File: src/hw/rtl/prfa_pkg.sv
// ----------------------------------------------------------------------------
// prfa_pkg
// Shared types and constants for the pairwise repulsion force accumulator.
// ----------------------------------------------------------------------------
package prfa_pkg;

    localparam int FRAC_BITS = 20;
    localparam int CRD_W     = 24;   // coordinate width
    localparam int RAD_W     = 23;   // radius width
    localparam int DD_W      = 24;   // radius sum width
    localparam int DX_W      = 26;   // wrapped delta width
    localparam int DSQ_W     = 52;   // squared distance width
    localparam int DIST_W    = 26;   // distance width
    localparam int DIR_W     = 22;   // direction width
    localparam int QUO_W     = 21;   // divider quotient width
    localparam int SUM_W     = 32;
    localparam int MIN_W     = 25;
    localparam int CFG_IDX_W = 2;
    localparam int CFG_W     = 23;
    localparam int NEAR_DEN  = 1000;

    localparam logic [CFG_IDX_W-1:0] CFG_BOX_WIDTH  = 2'd0;
    localparam logic [CFG_IDX_W-1:0] CFG_BOX_HEIGHT = 2'd1;
    localparam logic [CFG_IDX_W-1:0] CFG_TORUS_MODE = 2'd2;

    typedef struct packed {
        logic signed [DX_W-1:0]  dx;
        logic signed [DX_W-1:0]  dy;
        logic [DD_W-1:0]         rsum;
        logic signed [DIR_W-1:0] rx;
        logic signed [DIR_W-1:0] ry;
        logic                    self_pair;
        logic                    last;
    } pair_t;

    typedef enum logic [3:0] {
        ST_IDLE,
        ST_SQX,
        ST_SQY,
        ST_SQRT,
        ST_CHECK,
        ST_DIVR,
        ST_FORCE,
        ST_DIVX,
        ST_DIVY,
        ST_MULX,
        ST_MULY,
        ST_FINISH
    } back_state_t;

endpackage

File: src/hw/rtl/prfa_queue.sv
// ----------------------------------------------------------------------------
// prfa_queue
// Two-entry queue of classified pairs between front and back.
// ----------------------------------------------------------------------------
module prfa_queue
    import prfa_pkg::*;
(
    input  logic  clk,
    input  logic  rst_n,
    input  logic  push,
    input  pair_t wr_pair,
    input  logic  pop,
    output pair_t rd_pair,
    output logic  full,
    output logic  empty
);

    pair_t       mem_reg [2];
    logic        wr_ptr_reg;
    logic        rd_ptr_reg;
    logic [1:0]  count_reg;

    always_ff @(posedge clk)
    begin
        if (push)
            mem_reg[wr_ptr_reg] <= wr_pair;
    end

    always_ff @(posedge clk or negedge rst_n)
    begin
        if (!rst_n)
        begin
            wr_ptr_reg <= 1'b0;
            rd_ptr_reg <= 1'b0;
            count_reg  <= 2'd0;
        end
        else
        begin
            if (push)
                wr_ptr_reg <= ~wr_ptr_reg;
            if (pop)
                rd_ptr_reg <= ~rd_ptr_reg;
            count_reg <= count_reg + 2'(push) - 2'(pop);
        end
    end

    assign rd_pair = mem_reg[rd_ptr_reg];
    assign full    = (count_reg == 2'd2);
    assign empty   = (count_reg == 2'd0);

    a_no_overflow: assert property (@(posedge clk) disable iff (!rst_n)
        count_reg != 2'd3) else $error("queue count out of range");

endmodule

File: config.mk
export PLATFORM = sky130hd
export DESIGN_NAME = prfa_queue
export DESIGN_NICKNAME = d
export VERILOG_FILES = /design/src/hw/rtl/prfa_pkg.sv /design/src/hw/rtl/prfa_queue.sv
export SDC_FILE = /design/constraint.sdc
export NUM_CORES = 1
export LEC_CHECK = 0
export CORE_ASPECT_RATIO = 2
export CORE_MARGIN = 4
export CORE_UTILIZATION = 30
export DETAILED_ROUTE_END_ITERATION = 6
export DONT_BUFFER_PORTS = 1
export PLACE_DENSITY = 0.44
export SYNTH_ARGS = -nofsm -noshare
export SYNTH_HDL_FRONTEND = slang
export SYNTH_SLANG_ARGS = --single-unit
File: constraint.sdc
create_clock -name clk -period 7 [get_ports clk]
set_clock_uncertainty 0.15 [all_clocks]
set_input_delay 0.35 -clock clk [delete_from_list [all_inputs] [get_ports clk]]
set_output_delay 0.35 -clock clk [all_outputs]
set_load 0.02 [all_outputs]
# Yosys cells after proc, flatten, opt, wreduce, memory -nomap -nowiden

Memories as Yosys holds them, arrays and structs flattened.
Cells that the tools add are included.
Widths: inputs -> output; s select.

Mux-type cells: 2
Eq/ne operators: 1
Bitwise gates (word level): 2
Reduce and logical (&&, ||, !) cells: 1
Add/sub/neg operators: 2

Operator list:

| operator           | count |
|---|---|
| $add 2x1->2        | 1 |
| $eq 2x2->1 const B | 1 |
| $logic_not 2->1    | 1 |
| $mux 1             | 2 |
| $not 1->1          | 2 |
| $sub 2x1->2        | 1 |

Memories kept: 1
Output and inout bits: 124
Flip-flop bits (word level): 4
Word-level logic and storage cells: 12
Input port bits: 126
Bits in writable memories: 244

Memory list:

| memory  | depth | bits a word | rd ports | clocked after memory_dff | write ports | line             | source |
|---|---|---|---|---|---|---|---|
| mem_reg | 2     | 122         | 1        | 0                        | 1           | prfa_queue.sv:18 | `pair_t mem_reg [2];` |

# Longest topological paths before layout

Word-level depth: 2
Depth in mapped cells: 5
Depth with buffers taken out: 5

# Least setup slack after synthesis

Ideal clock, no wire load.

Kind: reg-to-reg
Start point: reg wr_ptr_reg
End point: mem mem_reg[0][0] (netlist name) (enable)
Slack: 0.436 ns
Setup time: 0.619 ns
Cell stages (with the launch flop): 2
Clock period less this slack: 6.564 ns
Data required time: 6.231 ns
Path buffers: 0
Arrival: 5.795 ns
Path through: dfrtp_1 > nor2b_1

RTL lines:

| element                | line             | source |
|---|---|---|
| from (decl)            | prfa_queue.sv:19 | `logic wr_ptr_reg;` |
| from (signal assigned) | prfa_queue.sv:40 | `wr_ptr_reg <= ~wr_ptr_reg;` |
| to (decl)              | prfa_queue.sv:18 |  |

No word-level cell before the write port.

==> results_tabular.tex <==
\begin{tabular}{lr}
\hline
Metric & Value \\
\hline
\multicolumn{2}{l}{\textbf{STA}} \\
Fraction of the cycle the final worst path needs & 0.447 \\
Setup repair after global routing missed its margin & no \\
Finish-stage setup viols & 0 \\
Pins Over Slew Limit & 0 \\
Sum Neg Setup Slack & 0 ps \\
Worst Max-Slew Pin Slew & 926 ps \\
Final hold viol count & 0 \\
Final critical path time including I/O delays and setup & 3130 ps \\
Max transition margin & 0.383 \\
Max frequency & 320 MHz \\
\multicolumn{2}{l}{\textbf{Setup path}} \\
Endpoint kind of the worst setup timing path & output port \\
Worst Path Arrival & 2630 ps \\
Cell count of the worst reg-to-reg path & 2 \\
CP max stage delay & 830 ps \\
Critical path class & flip-flop to output port \\
Critical path launch point type & flip-flop \\
Largest fanout of any net on the critical path & 41 \\
Data required, critical path & 6500 ps \\
Capture instance of the worst register-to-register path & mem\_reg[1][24] \\
Cell-by-cell trace of the critical path & buf\_4 > mux2\_2 \\
Worst reg2reg startpoint & wr\_ptr\_reg \\
Worst-path cell with the longest stage delay & sky130\_fd\_sc\_hd\_\_dfrtp\_4 \\
Register-to-register setup slack & 4390 ps \\
\multicolumn{2}{l}{\textbf{GRT}} \\
Met1 track demand over resource in global routing & 0.0994 \\
Met2 usage in global routing & 0.222 \\
Initial antenna violation count & 1 \\
Overall routing resource usage & 0.110 \\
Via count of the first global-routing pass & 4649 \\
Met3 track utilization from global routing & 0.0252 \\
First-pass GRT wire length & 28300 µm \\
Busiest metal layer after global routing & met2 \\
Sum of overflow across all layers after global routing & 0 \\
Pin count of the biggest net entering global routing & 66 \\
\multicolumn{2}{l}{\textbf{Outcome}} \\
Status & complete, no violations \\
\multicolumn{2}{l}{\textbf{Logic synthesis}} \\
Number of nets in the synthesized netlist & 523 \\
Top area cells in the synthesized netlist & sky130\_fd\_sc\_hd\_\_edfxtp\_1, sky130\_fd\_sc\_hd\_\_mux2\_4, sky130\_fd\_sc\_hd\_\_mux2\_2, sky130\_fd\_sc\_hd\_\_dfrtp\_1, sky130\_fd\_sc\_hd\_\_buf\_6 \\
Yosys top cell area share & 0.789 \\
Count of warnings emitted by yosys & 0 \\
Yosys cell types & 14 \\
Post-synthesis cell area & 9290 µm² \\
Cell type contributing the most total cell area after synthesis & sky130\_fd\_sc\_hd\_\_edfxtp\_1 \\
Synthesized instance count & 395 \\
Synthesized area per cell & 23.5 µm² \\
Sequential area share after synthesis & 0.799 \\
Total of flip-flops plus latches after synthesis & 248 \\
\multicolumn{2}{l}{\textbf{Clocking}} \\
Clock Path Buffers & 3 \\
Clock-pin slew on the worst setup and hold paths & 60 ps \\
Clock insertion delay at the later pin of the skew report & 500 ps \\
Clock root cell & sky130\_fd\_sc\_hd\_\_clkbuf\_16 \\
TritonCTS clock tree & done \\
Number of H-tree branching levels & 1 \\
CTS Buf Count & 23 \\
Sink count of the clock tree & 248 \\
Buffer count from post-CTS setup fixing & 0 \\
\multicolumn{2}{l}{\textbf{Final layout}} \\
Most frequent standard cell in the layout excluding fill and tap cells & sky130\_fd\_sc\_hd\_\_edfxtp\_1 \\
Layout cells sized above 1 & 0.295 \\
Number of flip-flops under the largest register name & 244 \\
Total area of multi-input combinational cells & 1740 µm² \\
Count of nets after finishing & 665 \\
Filler Cell Count & 2773 \\
Area Growth Syn to Fin & 25.9\% \\
Most frequent cells in the layout & sky130\_fd\_sc\_hd\_\_edfxtp\_1, sky130\_fd\_sc\_hd\_\_dlygate4sd3\_1, sky130\_fd\_sc\_hd\_\_mux2\_4 \\
FF/Latch Area & 7430 µm² \\
\multicolumn{2}{l}{\textbf{Power and ir drop}} \\
Leakage dissipation & 4.10 nW \\
Max rail drop VDD & 0.213 mV \\
Total power divided by cell area & 407 nW/µm² \\
Overall power of the completed layout & 0.00477 W \\
\multicolumn{2}{l}{\textbf{Floorplanning}} \\
Number of placed I/O pins & 250 \\
Die Footprint & 34000 µm² \\
Std-Cell Rows & 90 \\
Width of the die & 132 µm \\
Die H & 257 µm \\
Area of the core region & 30400 µm² \\
Initial standard-cell utilization of the core & 0.306 \\
\multicolumn{2}{l}{\textbf{Route}} \\
DRC Markers & 0 \\
Detailed Route Iter0 Violations & 199 \\
Ratio of routed vias to standard cells & 4.47 \\
Total wire length after detailed routing & 19600 µm \\
First-pass detailed-route iteration total & 4 \\
Routed WL per cell & 21.2 µm \\
Total vias in the final route & 4119 \\
Post-DRT Antenna Nets & 0 \\
\multicolumn{2}{l}{\textbf{Hold path}} \\
WHS Endpoint & count\_reg[1] \\
Worst hold path stage count & 2 \\
Worst min-delay path category & input port to flip-flop \\
Worst Hold Launch & pop \\
\multicolumn{2}{l}{\textbf{Placement}} \\
Post-DP HPWL & 13100 µm \\
Placer congestion estimate & 0.726 \\
Port buffer count & 0 \\
\multicolumn{2}{l}{\textbf{Job}} \\
Number of violations of the max-capacitance limit & 0 \\
\hline
\end{tabular}
cell families after synthesis:
family / Yosys count / synth area share
xor+xnor: 3 / 0.00444
fa+ha+maj: 2 / 0.00269
buf+inv: 16 / 0.0148
flops: 248 / 0.799
mux: 122 / 0.176
simple gates: 4 / 0.00242
how the worst max path moves through the flow:
stage	startpoint	to	slack, ps	cells past startpoint
3_5_place_dp	rd_ptr_reg	rd_pair[121]	4340	2
3_3_place_gp	rd_ptr_reg	rd_pair[121]	4390	2
5_1_grt	rd_ptr_reg	rd_pair[115]	3710	2
6_report	rd_ptr_reg	rd_pair[21]	3870	2
2_1_floorplan	wr_ptr_reg	mem_reg[0][0]	440	1
4_1_cts	rd_ptr_reg	rd_pair[121]	3770	2
synthesized netlist by cell type:
cell / instances
sky130_fd_sc_hd__xor2_1: 2
sky130_fd_sc_hd__nor2_1: 1
sky130_fd_sc_hd__ha_1: 2
sky130_fd_sc_hd__and2_1: 1
sky130_fd_sc_hd__edfxtp_1: 244
sky130_fd_sc_hd__inv_1: 2
sky130_fd_sc_hd__buf_8: 1
sky130_fd_sc_hd__xor3_1: 1
sky130_fd_sc_hd__buf_6: 8
sky130_fd_sc_hd__buf_2: 5
sky130_fd_sc_hd__nor2b_1: 2
sky130_fd_sc_hd__mux2_4: 70
sky130_fd_sc_hd__dfrtp_1: 4
sky130_fd_sc_hd__mux2_2: 52
critical path: cells and delay by family, from the launching register on:
kind | cells | cell delay (ps)
mux | 1 | 480
buf+inv | 1 | 710
flops | 1 | 830
per-stage QoR:
stage / instances / hold WS [ps] / area [µm²] / utilization / setup WS, ps
global placement: 754 / -95.3 / 9670 / 0.318 / 4390
CTS: 920 / 48.6 / 11700 / 0.385 / 3770
detailed placement: 754 / -95.3 / 9670 / 0.318 / 4340
global route: 921 / 68.1 / 11700 / 0.385 / 3710
finish: 921 / 79.3 / 11700 / 0.385 / 3870
floorplan: 395 / -95.6 / 9290 / - / 436
timing repair:
| item | CTS | global route |
|---|---|---|
| endpoints found under the setup margin | 0 | 0 |
| hold buffers | 126 | 0 |
| endpoints found under the hold margin | 252 | 0 |
| gates resized for setup | 0 | 0 |
power breakdown:
part           switching (W)  leakage (nW)  internal [W]
Combinational       0.000868          1.40      0.000535
Sequential          0.000124          2.34       0.00198
Clock               0.000518         0.370      0.000746
Total                0.00151          4.10       0.00326
cell type report:
class / instances / share of cell area
Clock buffer: 24 / 0.0495
Inverter: 2 / 0.000642
Antenna cell: 1 / 0.000214
Timing Repair Buffer: 131 / 0.111
Sequential cell: 248 / 0.635
Multi-Input combinational cell: 131 / 0.148
Clock inverter: 16 / 0.0153
Tap cell: 368 / 0.0394
metal layers:
layer  wire, µm  up-vias
li1           -     1848
met1       6030     2069
met2      11700      164
met3       1140       38
met4        729        0
met5          0        -
Note: power is estimated with default switching activity, not from simulation.
