`src/hw/rtl/prfa_pkg.sv`:
```
// ----------------------------------------------------------------------------
// prfa_pkg
// Shared types and constants for the pairwise repulsion force accumulator.
// ----------------------------------------------------------------------------
package prfa_pkg;

    localparam int FRAC_BITS = 20;
    localparam int CRD_W     = 24;   // coordinate width
    localparam int RAD_W     = 23;   // radius width
    localparam int DD_W      = 24;   // radius sum width
    localparam int DX_W      = 26;   // wrapped delta width
    localparam int DSQ_W     = 52;   // squared distance width
    localparam int DIST_W    = 26;   // distance width
    localparam int DIR_W     = 22;   // direction width
    localparam int QUO_W     = 21;   // divider quotient width
    localparam int SUM_W     = 32;
    localparam int MIN_W     = 25;
    localparam int CFG_IDX_W = 2;
    localparam int CFG_W     = 23;
    localparam int NEAR_DEN  = 1000;

    localparam logic [CFG_IDX_W-1:0] CFG_BOX_WIDTH  = 2'd0;
    localparam logic [CFG_IDX_W-1:0] CFG_BOX_HEIGHT = 2'd1;
    localparam logic [CFG_IDX_W-1:0] CFG_TORUS_MODE = 2'd2;

    typedef struct packed {
        logic signed [DX_W-1:0]  dx;
        logic signed [DX_W-1:0]  dy;
        logic [DD_W-1:0]         rsum;
        logic signed [DIR_W-1:0] rx;
        logic signed [DIR_W-1:0] ry;
        logic                    self_pair;
        logic                    last;
    } pair_t;

    typedef enum logic [3:0] {
        ST_IDLE,
        ST_SQX,
        ST_SQY,
        ST_SQRT,
        ST_CHECK,
        ST_DIVR,
        ST_FORCE,
        ST_DIVX,
        ST_DIVY,
        ST_MULX,
        ST_MULY,
        ST_FINISH
    } back_state_t;

endpackage

```
`src/hw/rtl/prfa_front.sv`:
```
// ----------------------------------------------------------------------------
// prfa_front
// Holds configuration, forms the wrapped neighbor vector and radius sum.
// ----------------------------------------------------------------------------
module prfa_front
    import prfa_pkg::*;
(
    input  logic                        clk,
    input  logic                        rst_n,
    input  logic                        cfg_we,
    input  logic [CFG_IDX_W-1:0]        cfg_index,
    input  logic [CFG_W-1:0]            cfg_data,
    input  logic signed [CRD_W-1:0]     target_x,
    input  logic signed [CRD_W-1:0]     target_y,
    input  logic [RAD_W-1:0]            target_radius,
    input  logic signed [CRD_W-1:0]     neighbor_x,
    input  logic signed [CRD_W-1:0]     neighbor_y,
    input  logic [RAD_W-1:0]            neighbor_radius,
    input  logic                        is_self,
    input  logic signed [DIR_W-1:0]     random_dir_x,
    input  logic signed [DIR_W-1:0]     random_dir_y,
    input  logic                        last_neighbor,
    output pair_t                       pair
);

    logic [CFG_W-1:0] box_w_reg;
    logic [CFG_W-1:0] box_h_reg;
    logic             torus_reg;

    always_ff @(posedge clk or negedge rst_n)
    begin
        if (!rst_n)
        begin
            box_w_reg <= CFG_W'(1 << FRAC_BITS);
            box_h_reg <= CFG_W'(1 << FRAC_BITS);
            torus_reg <= 1'b0;
        end
        else if (cfg_we)
        begin
            case (cfg_index)
                CFG_BOX_WIDTH:  box_w_reg <= cfg_data;
                CFG_BOX_HEIGHT: box_h_reg <= cfg_data;
                CFG_TORUS_MODE: torus_reg <= cfg_data[0];
                default:        ;
            endcase
        end
    end

    function automatic logic signed [DX_W-1:0] wrap(
        input logic signed [CRD_W-1:0] a,
        input logic signed [CRD_W-1:0] b,
        input logic [CFG_W-1:0]        span,
        input logic                    torus
    );
        logic signed [DX_W-1:0] c;
        logic [DX_W-1:0]        mag;
        logic signed [DX_W-1:0] sp;
        c   = DX_W'(a) - DX_W'(b);
        mag = c[DX_W-1] ? DX_W'(-c) : DX_W'(c);
        sp  = DX_W'({1'b0, span});
        if (torus && ({mag, 1'b0} > {{(DX_W-CFG_W+1){1'b0}}, span}))
            c = c[DX_W-1] ? c + sp : c - sp;
        return c;
    endfunction

    always_comb
    begin
        pair.dx        = wrap(neighbor_x, target_x, box_w_reg, torus_reg);
        pair.dy        = wrap(neighbor_y, target_y, box_h_reg, torus_reg);
        pair.rsum      = DD_W'(target_radius) + DD_W'(neighbor_radius);
        pair.rx        = random_dir_x;
        pair.ry        = random_dir_y;
        pair.self_pair = is_self;
        pair.last      = last_neighbor;
    end

endmodule

```
`config.mk`:
```
export PLATFORM = sky130hd
export DESIGN_NAME = prfa_front
export DESIGN_NICKNAME = d
export VERILOG_FILES = /design/src/hw/rtl/prfa_pkg.sv /design/src/hw/rtl/prfa_front.sv
export SDC_FILE = /design/constraint.sdc
export NUM_CORES = 1
export LEC_CHECK = 0
export BUFFER_PORTS_ARGS = -buffer_cell sky130_fd_sc_hd__clkbuf_2
export CORE_MARGIN = 4
export CORE_UTILIZATION = 44
export DETAILED_ROUTE_END_ITERATION = 10
export GPL_TIMING_DRIVEN = 1
export PLACE_DENSITY = 0.66
export RECOVER_POWER = 100
export SLEW_MARGIN = 20
export SYNTH_ARGS = -nofsm -noshare
export SYNTH_HDL_FRONTEND = slang
export SYNTH_SLANG_ARGS = --single-unit
```
`constraint.sdc`:
```
create_clock -name clk -period 7.9 [get_ports clk]
set_input_delay 0 -clock clk [delete_from_list [all_inputs] [get_ports clk]]
set_output_delay 0 -clock clk [all_outputs]
set_load 0.02 [all_outputs]
```
[After elaboration in Yosys (flattened, before gate mapping)]
Index checks and enable logic that the tools add are counted.
Widths: inputs -> output; s select.
Operators by class
  reductions and logical operators: 6
  muxes and demuxes: 6
  add/sub/neg operators: 9
  eq/ne operators: 2
  order comparisons: 2
Operator list (number)
  $mux 26: 6
  $gt 27x23->1: 2
  $add 25x24->26: 2
  $neg 25->26: 2
  $sub 25x24->26: 2
  $sub 24x24->25: 2
  $add 23x23->24: 1
  $reduce_and 2->1: 3
  $eq 2x1->1 const B: 1
  $eq 2x2->1 const B: 1
  $logic_and 1x1->1: 2
  $logic_not 2->1: 1
Storage, ports and cells
  logic and storage cells: 28
  register bits: 47
  input bits: 216
  output and inout bits: 122

[Longest topological paths before layout]
Gate-level depths: netlist of run 1.
  depth after elaboration: 6
  mapped depth: 27
  mapped depth without buffers: 25

[Worst setup path before layout of run 1]
OpenSTA, ideal clock, no wires.
  kind: in2out
  start point: in neighbor_y[0]
  end point: out pair[94] in the netlist's numbering
  setup slack: 2.423 ns
  arrival time: 5.477 ns
  buffers on the path: 2
  data required time: 7.900 ns
  stages: 26
  cell sequence: inv_1 -> ha_1 -> fa_1 -> nand2b_1 -> a21bo_2 -> a2111oi_2 -> o2111ai_1 -> a31oi_1 -> nand2_1 -> a31o_2 -> clkbuf_1 -> clkbuf_1 -> nor2_1 -> xnor2_1 -> ha_1 -> nor2b_1 -> o31a_1 -> o21ai_0 -> o21ai_0 -> a211oi_1 -> nor2_1 -> o41ai_1 -> o21a_1 -> o21ai_0 -> mux2i_1 -> o2bb2ai_1
RTL lines
  start: declaration: line prfa_front.sv:17  | input logic signed [CRD_W-1:0] neighbor_y,
  end: declaration: line prfa_front.sv:23  | output pair_t pair

==> results.md, run 1 <==
- Period utilization: 0.870
- Mapped cell area: 12000 um2
- Root buffer cell: clkbuf_16
- RSZ-0062 raised after global routing: false
- Die area: 29900 um2
- Top cell type by total area after synthesis: ha_1
- Count leader, synth: ha_1
- Slowest Stage Delay on Critical Path: 1.10 ns
- Syn nets: 1971
- Synthesis-to-layout area growth: 12.4%
- Die Y: 173 um
- Avg WL per Cell: 15.0 um
- I/O Buffers: 245
- Crit path DAT: 6.87 ns
- PwrDens: 249 nW/um2
- Starting Density: 0.446
- Sequential power share: 0.099
- Delay-heaviest family, CP: compound AO/OA/AOI/OAI gates
- Sw frac: 0.527
- Slew headroom: -0.650
- Final Hold Viols: 0
- First-pass GRT wire length: 53300 um
- WS Path Type: input pin to output port
- Final Max Slew Viols: 95
- Largest net degree at the start of global routing: 48
- GRT Util Overall: 0.202
- VDD IR max: 0.117 mV
- Post-synth top area share: 0.174
- Share of layout cells above drive strength 1: 0.157
- Post-synth EDFFs: 0
- Worst-Margin Slew: 2.48 ns
- CTS Hold Bufs: 24
- Sequential fraction of the synthesis area: 0.0984
- Finished Cell Area: 13500 um2
- Post-route minimum period: 6.87 ns
- Iter 0 DRT Violations: 564
- Initial antenna violation count: 1
- Final ANT Viol Nets: 0
- Reg-to-Reg Start: torus_reg
- Reg-to-reg endpoint: torus_reg
- Vias/cell: 5.51
- Setup Viol. Count Final: 0
- # rows: 60
- MaxCap Viol Count: 2
- Area contributors post-synth: ha_1, dfrtp_1, xnor2_1, a21oi_1, inv_1
- Crit end category: output port
- Failing checks: max-capacitance violations, max-slew violations
- CTS tree: done
- Cells after synthesis: 1583
- P_leak: 6.42 nW
- Final WL: 31900 um
- Total congestion overflow: 0
- HP Start: random_dir_x[2]
- Slowest cell on the critical path: o21ai_1
- Pwr Total: 3.36 mW
- Final Hold Slack: 0.00000774 ns
- Vias in the first global route: 11400
- PostCTS Resize Cnt: 0
- Post-DP HPWL: 27000 um
- Synthesized flop and latch total: 47
- Worst hold stages: 0
- Die outline width: 173 um
- Core area: 26900 um2
- Reg2Reg Depth: 1
- Main synth FF type: dfrtp_1
- Synth warn: 0
- Internal power: 1.59 mW
- Comb power frac: 0.838
- Status: finished with violations
- Fin Setup TNS: 0 ns
- Crit path max fanout: 16
- CTS sink count: 47
- Post-CTS Setup Inserts: 0
- Worst setup SP type: input pin
- Sw Pwr: 1.77 mW
- Vias: 11700
- Placer Congestion: 0.904
- Final net count: 2175
- Most frequent cells after synthesis: ha_1, inv_1, xnor2_1
- Mapped Avg Cell Area: 7.57 um2
- Ys async rst share: 1.00
- CTS Buf Count: 5
- Hold WC Path Type: input pin to output port
- Clock power share: 0.063
- Setup WS pre-CTS: 1.46 ns
- Boundary pin count: 338
- Fmax: 146 MHz
- WHS Endpoint: pair[26]
- WP buf/inv: 4
- 1st-pass router iterations: 5
- Dpl cell area: 13200 um2
- Clock Latency Late Sink: 0.28 ns
- Synth unique cells: 93
- Worst Skew: 0 ns
- Max Root-Sink Buffers: 2
- # DRC: 0
- Setup WS post-layout: 1.03 ns
- Worst Path Required: 7.90 ns
- R2R setup slack: 6.88 ns
- Htree depth: 2
-- layout by cell type, fill, tap and decap left out, drive strengths merged, types with 18 or more instances in the layout --
master         n
dfrtp         45
a31oi         19
nor2         125
nor2b         28
nand2        102
o21ai         95
clkbuf       256
xnor2        127
and2          20
a21oi        120
mux2          62
o21a          18
dlygate4sd3   24
ha           167
nor3          34
nand3         26
xor2          46
a21o          49
inv          149
-- per-stage QoR --
stage	util	std cells
2_1_floorplan	-	1583
3_3_place_gp	0.490	2095
3_5_place_dp	0.490	2095
4_1_cts	0.505	2127
5_1_grt	0.501	2130
6_report	0.501	2130
-- worst max-delay path by stage --
stage	end	cells past startpoint	from	slack [ns]
after floorplan	pair[94]	26	neighbor_y[0]	2.42
after detailed placement	pair[74]	26	neighbor_y[0]	1.46
after global routing	pair[76]	27	neighbor_y[0]	0.53
after CTS	pair[74]	26	neighbor_y[0]	1.42
after global placement	pair[70]	26	neighbor_y[0]	1.60
final	pair[74]	27	neighbor_y[0]	1.03
-- cells by family after synthesis --
family	count (synthesis)	synth area share
AO/OA/AOI/OAI	447	0.247
buffers and inverters	229	0.0894
XOR/XNOR	173	0.127
multiplexers	77	0.0749
adder cells (fa/ha/maj)	172	0.183
flip-flops	47	0.0984
AND/OR/NAND/NOR	438	0.181
-- metal layers --
layer | up-vias | wire, um | track usage
li1 | 6060 | - | -
met1 | 5329 | 15200 | 0.271
met2 | 313 | 15000 | 0.359
met3 | 36 | 1220 | 0.0127
met4 | 0 | 485 | 0.0426
met5 | - | 0 | 0
-- power by group through the flow --
stage / logic [mW] / clock network [mW] / registers, mW
3_5_place_dp: 2.83 / 0 / 0.335
5_1_grt: 3.12 / 0.228 / 0.339
3_3_place_gp: 2.79 / 0 / 0.334
2_1_floorplan: 2.21 / 0 / 0.320
6_report: 2.81 / 0.212 / 0.332
4_1_cts: 2.85 / 0.218 / 0.332
-- area by class of cell --
type	count	area, um2
diodes	1	2.50
well taps	341	427
flip-flops and latches	47	1180
clock inverters	1	5.00
multi-input cells	1307	9700
inverters	149	559
repair buffers	277	1450
fillers	2683	13400
clock buffers	7	143
(Power assumes the default switching activity.)
==> run 2: changes to the inputs <==
Settings changed: MAX_ROUTING_LAYER set to met4.
==> run 2 against run 1 <==
Compared with the run above: the run still ends with max-capacitance violations, max-slew violations left; first-iteration DRC count is 13% lower; sequential cell count stayed put; clock skew stayed put; clock-buffer cell count unchanged; worst setup slack better by 0.10 ns; design area up 0.17%; largest power group unchanged; register-to-register slack is essentially flat; sequential power about the same.
==> results.md, run 2 (synthesized netlist as in run 1, its figures left out) <==
- MaxCap Viol Count: 2 (unchanged)
- Worst Path Required: 7.90 ns (about the same)
- Final net count: 2174 (-0.046%)
- Period utilization: 0.857 (-0.0128)
- Antenna Cells: 0 (-1)
- Total congestion overflow: 0 (unchanged)
- CTS sink count: 47 (unchanged)
- Reg2Reg Depth: 1 (unchanged)
- Final Max Slew Viols: 95 (unchanged)
- CTS tree: done
- Slew headroom: -0.633 (+0.0174)
- Post-DP HPWL: 27000 um (about the same)
- WHS Endpoint: pair[26]
- Starting Density: 0.446 (unchanged)
- I/O Buffers: 245 (unchanged)
- P_leak: 6.44 nW (+0.17%)
- R2R setup slack: 6.87 ns (about the same)
- Final Hold Viols: 0 (unchanged)
- Pwr Total: 3.39 mW (+1.1%)
- Most common cell after layout, fill and taps aside: clkbuf_2
- Fin Setup TNS: 0 ns (unchanged)
- Setup WS post-layout: 1.13 ns (+0.101 ns)
- Reg-to-reg endpoint: torus_reg
- Final Util: 0.502 (+0.000838)
- # rows: 60 (unchanged)
- RSZ-0062 raised after global routing: false
- Final ANT Viol Nets: 0 (unchanged)
- Die outline width: 173 um (unchanged)
- Core area: 26900 um2 (unchanged)
- Hold WC Path Type: input pin to output port
- Worst hold stages: 0 (unchanged)
- First-pass GRT wire length: 53300 um (about the same)
- Wire length on met3: 1230 um (+0.90%)
- Crit path DAT: 6.77 ns (-0.10 ns)
- Root buffer cell: clkbuf_16
- Htree depth: 2 (unchanged)
- Failing checks: max-capacitance violations, max-slew violations
- Vias in the first global route: 11500 (+0.60%)
- M1 WL: 15300 um (+0.80%)
- Fmax: 148 MHz (+1.5%)
- Avg WL per Cell: 15.1 um (+0.69%)
- Share of layout cells above drive strength 1: 0.157 (about the same)
- 1st-pass router iterations: 4 (-1)
- Worst setup SP type: input pin
- Fillers: 2727 (+1.6%)
- Final WL: 32100 um (+0.60%)
- Initial antenna violation count: 0 (-1)
- HP Start: random_dir_x[2]
- Most frequent cells in the layout: clkbuf_2, ha_1, inv_1
- Dpl cell area: 13200 um2 (unchanged)
- Crit path max fanout: 38 (+22)
- Crit end category: output port
- PwrDens: 251 nW/um2 (+0.90%)
- Post-route minimum period: 6.77 ns (-0.101 ns)
- Largest net degree at the start of global routing: 48 (unchanged)
- # DRC: 0 (unchanged)
- Vias/cell: 5.51 (about the same)
- WS Path Type: input pin to output port
- Worst-Margin Slew: 2.45 ns (-0.0261 ns)
- Finished Cell Area: 13500 um2 (+0.17%)
- GRT Util Overall: 0.209 (+0.00681)
- Placer Congestion: 0.906 (+0.20%)
- CTS Buf Count: 5 (unchanged)
- Worst Skew: 0 ns (unchanged)
- Die area: 29900 um2 (unchanged)
- Clock Latency Late Sink: 0.28 ns (about the same)
- VDD IR max: 0.135 mV (+16%)
- Max layer used: met4
- Die Y: 173 um (unchanged)
- Setup WS pre-CTS: 1.42 ns (-0.0323 ns)
- Reg-to-Reg Start: torus_reg
- Status: finished with violations
- Max Root-Sink Buffers: 2 (unchanged)
- Boundary pin count: 338 (unchanged)
- Setup Viol. Count Final: 0 (unchanged)
- Iter 0 DRT Violations: 491 (-13%)
- Met2 wire len: 15200 um (+0.82%)
- Synthesis-to-layout area growth: 12.6%
- Vias: 11700 (-0.034%)
[run 2: cell types whose count changed in the layout (fill, tap and decap cells not counted), moves of 2 or more]
cell	delta
clkbuf_1	+2
clkbuf_2	-2
mux2_1	-2
mux2_4	+3
[run 2: per-layer routing]
layer / vias to the layer above / track usage
li1: 6065 / -
met1: 5315 / 0.271
met2: 321 / 0.361
met3: 33 / 0.0153
met4: 0 / 0.0406
met5: - / -
[run 2: where the power goes]
| group | leakage [nW] | total [mW] | internal, mW | switching [mW] |
|---|---|---|---|---|
| Combinational | 5.79 | 2.82 | 1.18 | 1.64 |
| Clock | 0.0781 | 0.236 | 0.150 | 0.0861 |
| Sequential | 0.563 | 0.332 | 0.285 | 0.0460 |
[run 2: worst max-delay path: stages]
cell       delay (ns)
clkbuf_2         0.07
inv_1            0.03
ha_1             0.19
fa_1             0.40
nand2b_1         0.19
a21bo_2          0.23
a2111oi_0        0.95
o2111ai_1        0.30
a31oi_1          0.32
nand2_1          0.11
a31o_2           0.47
nor2_1           0.21
xnor2_1          0.08
ha_1             0.23
a211o_1          0.30
o211ai_1         0.13
a21oi_1          0.13
nor3b_1          0.18
o31ai_1          0.45
a41oi_1          0.29
o41ai_1          0.53
o21ai_0          0.20
a21oi_1          0.18
o211ai_1         0.13
a2bb2oi_2        0.16
clkbuf_1         0.27
[run 2: repair_timing]
item	CTS	global route
gates resized for setup	0	0
buffers inserted	0	0
setup endpoints to repair	0	0
hold buffers	24	0
hold endpoints to repair	90	0
[run 2: metrics by stage]
stage | hold slack [ns] | cells
2_1_floorplan | -0.296 | 1583
3_3_place_gp | 0.000137 | 2095
3_5_place_dp | 0.000137 | 2095
4_1_cts | 0.000137 | 2127
5_1_grt | 0.0000280 | 2128
6_report | 0.00000774 | 2128
[run 2: worst max path at each step]
| stage | start | endpoint | slack (ns) | cells after the start |
|---|---|---|---|---|
| finish | neighbor_y[0] | pair[95] | 1.13 | 26 |
| global route | neighbor_y[0] | pair[94] | 0.37 | 26 |
| CTS | neighbor_y[0] | pair[75] | 1.43 | 26 |
| detailed placement | neighbor_y[0] | pair[75] | 1.42 | 26 |
| global placement | neighbor_y[0] | pair[70] | 1.61 | 26 |
| floorplan | neighbor_y[0] | pair[94] | 2.42 | 26 |
[run 2: area by class of cell]
cell class,count,area (um2),area share
Clock buffer,7,133,0.00983
Clock inverter,1,30.0,0.00223
Inverter,149,559,0.0415
Multi-Input combinational cell,1307,9720,0.720
Sequential cell,47,1180,0.0874
Tap cell,341,427,0.0316
Timing Repair Buffer,276,1450,0.107
==> run 3: changes to the inputs <==
Settings changed: CTS_BUF_LIST set to sky130_fd_sc_hd__clkbuf_4 sky130_fd_sc_hd__clkbuf_8.
==> run 3 against run 2 <==
Compared with the run above: the flow still finishes with violations (max-capacitance violations, max-slew violations); routed wire length shrank 0.21%; fmax up 0.23%; die area unchanged; power decreased by 1.8%; via count shrank 0.21%; sequential power is essentially flat; sequential share of layout area barely moved; critical endpoint unchanged; clock skew stayed put; first-iteration DRC count is 5.3% lower; worst hold slack unchanged.
==> results.md, run 3 (synthesized netlist as in run 1, its figures left out) <==
- Most frequent cells in the layout: clkbuf_2, ha_1, inv_1
- Core area: 26900 um2 (unchanged)
- CTS Buf Count: 5 (unchanged)
- R2R setup slack: 6.86 ns (about the same)
- Slowest cell on the critical path: a2111oi_0
- Post-DP HPWL: 27000 um (unchanged)
- Total congestion overflow: 0 (unchanged)
- Final Hold Viols: 0 (unchanged)
- I/O Buffers: 245 (unchanged)
- Htree depth: 2 (unchanged)
- Setup Viol. Count Final: 0 (unchanged)
- Critical path endpoint: pair[95]
- Post-route minimum period: 6.75 ns (-0.0155 ns)
- Final Max Slew Viols: 48 (-49%)
- Setup WS pre-CTS: 1.42 ns (unchanged)
- Max Root-Sink Buffers: 2 (unchanged)
- Reg2Reg Depth: 1 (unchanged)
- Failing checks: max-capacitance violations, max-slew violations
- Vias in the first global route: 11500 (unchanged)
- Crit end category: output port
- PostCTS Resize Cnt: 0 (unchanged)
- WS Path Type: input pin to output port
- GRT Util Overall: 0.208 (-0.000737)
- Worst Skew: 0 ns (unchanged)
- Crit path DAT: 6.75 ns (-0.02 ns)
- Final net count: 2174 (unchanged)
- Synthesis-to-layout area growth: 12.3%
- Fin Setup TNS: 0 ns (unchanged)
- Starting Density: 0.446 (unchanged)
- First-pass GRT wire length: 53300 um (about the same)
- Slowest Stage Delay on Critical Path: 0.95 ns (about the same)
- # DRC: 0 (unchanged)
- Worst Path Required: 7.90 ns (about the same)
- Worst-Margin Slew: 2.46 ns (+0.00834 ns)
- Period utilization: 0.855 (-0.00196)
- Post-CTS Setup Inserts: 0 (unchanged)
- CTS tree: done
- Multi-input gate area: 9720 um2 (about the same)
- CTS sink count: 47 (unchanged)
- Final ANT Viol Nets: 0 (unchanged)
- Iter 0 DRT Violations: 465 (-5.3%)
- RSZ-0062 raised after global routing: false
- VDD IR max: 0.135 mV (about the same)
- Reg area: 1180 um2 (unchanged)
- Most common cell after layout, fill and taps aside: clkbuf_2
- Die outline width: 173 um (unchanged)
- Boundary pin count: 338 (unchanged)
- Avg WL per Cell: 15.0 um (-0.26%)
- MaxCap Viol Count: 1 (-1)
- Die area: 29900 um2 (unchanged)
- PwrDens: 248 nW/um2 (-1.5%)
- P_leak: 6.42 nW (-0.21%)
- Final WL: 32000 um (-0.21%)
- Clock Latency Late Sink: 0.29 ns (about the same)
- Vias/cell: 5.50 (-0.26%)
- Hold WC Path Type: input pin to output port
- Worst setup SP type: input pin
- Root buffer cell: clkbuf_8
- 1st-pass router iterations: 5 (+1)
- CP startpoint: neighbor_y[0]
- Vias: 11700 (-0.21%)
- Initial antenna violation count: 1 (+1)
- Placer Congestion: 0.906 (unchanged)
- Reg-to-reg endpoint: torus_reg
- Fillers: 2732 (+0.18%)
- Fmax: 148 MHz (+0.23%)
- Slew headroom: -0.639 (-0.00556)
- Largest net degree at the start of global routing: 48 (unchanged)
- Reg-to-Reg Start: torus_reg
- Die Y: 173 um (unchanged)
- Status: finished with violations
- Final Util: 0.501 (-0.00140)
- CTS Hold Bufs: 24 (unchanged)
- Setup WS post-layout: 1.15 ns (+0.0155 ns)
- # rows: 60 (unchanged)
- Pwr Total: 3.33 mW (-1.8%)
- Crit path max fanout: 38 (unchanged)
- Share of layout cells above drive strength 1: 0.159 (+0.00168)
-- run 3: critical path: cells and delay by family --
family	cells	cell delay, ns
AOI/OAI and AO/OA	15	4.75
xor gates and xnor gates	1	0.08
adders and majority gates	3	0.82
buffers and inverters	3	0.37
and+or+nand+nor	4	0.69
-- run 3: final cells by class --
type,count,area share
timing repair buffer,276,0.108
clock buffer,7,0.00623
sequential,47,0.0876
clock inverter,1,0.00223
multi-input combinational,1307,0.723
inverter,149,0.0416
antenna,1,0.000186
tap,341,0.0317
-- run 3: metal layers --
layer / up-vias / wire (um) / track usage
met5: - / 0 / -
li1: 6067 / - / -
met4: 0 / 447 / 0.0436
met2: 295 / 15100 / 0.359
met1: 5315 / 15300 / 0.271
met3: 32 / 1130 / 0.0127
-- run 3: stage by stage --
| stage | instances | area (um2) | hold slack [ns] |
|---|---|---|---|
| after detailed placement | 2095 | 13200 | 0.000137 |
| after global routing | 2129 | 13500 | 0.0000280 |
| after floorplan | 1583 | 12000 | -0.296 |
| after CTS | 2127 | 13500 | 0.000137 |
| final | 2129 | 13500 | 0.00000774 |
| after global placement | 2095 | 13200 | 0.000137 |
-- run 3: worst min-delay path by stage --
stage               cells after the start       startpoint           end
finish                                  0  random_dir_x[2]      pair[26]
global route                            0  random_dir_x[2]      pair[26]
CTS                                     0  random_dir_y[8]      pair[10]
detailed placement                      0  random_dir_y[8]      pair[10]
global placement                        0  random_dir_y[8]      pair[10]
floorplan                               0            rst_n  box_h_reg[0]
-- run 3: power by group --
group / internal [mW] / switching, mW / total, mW
clock: 0.102 / 0.0782 / 0.180
sequential: 0.285 / 0.0461 / 0.331
combinational: 1.18 / 1.64 / 2.82
total: 1.57 / 1.76 / 3.33
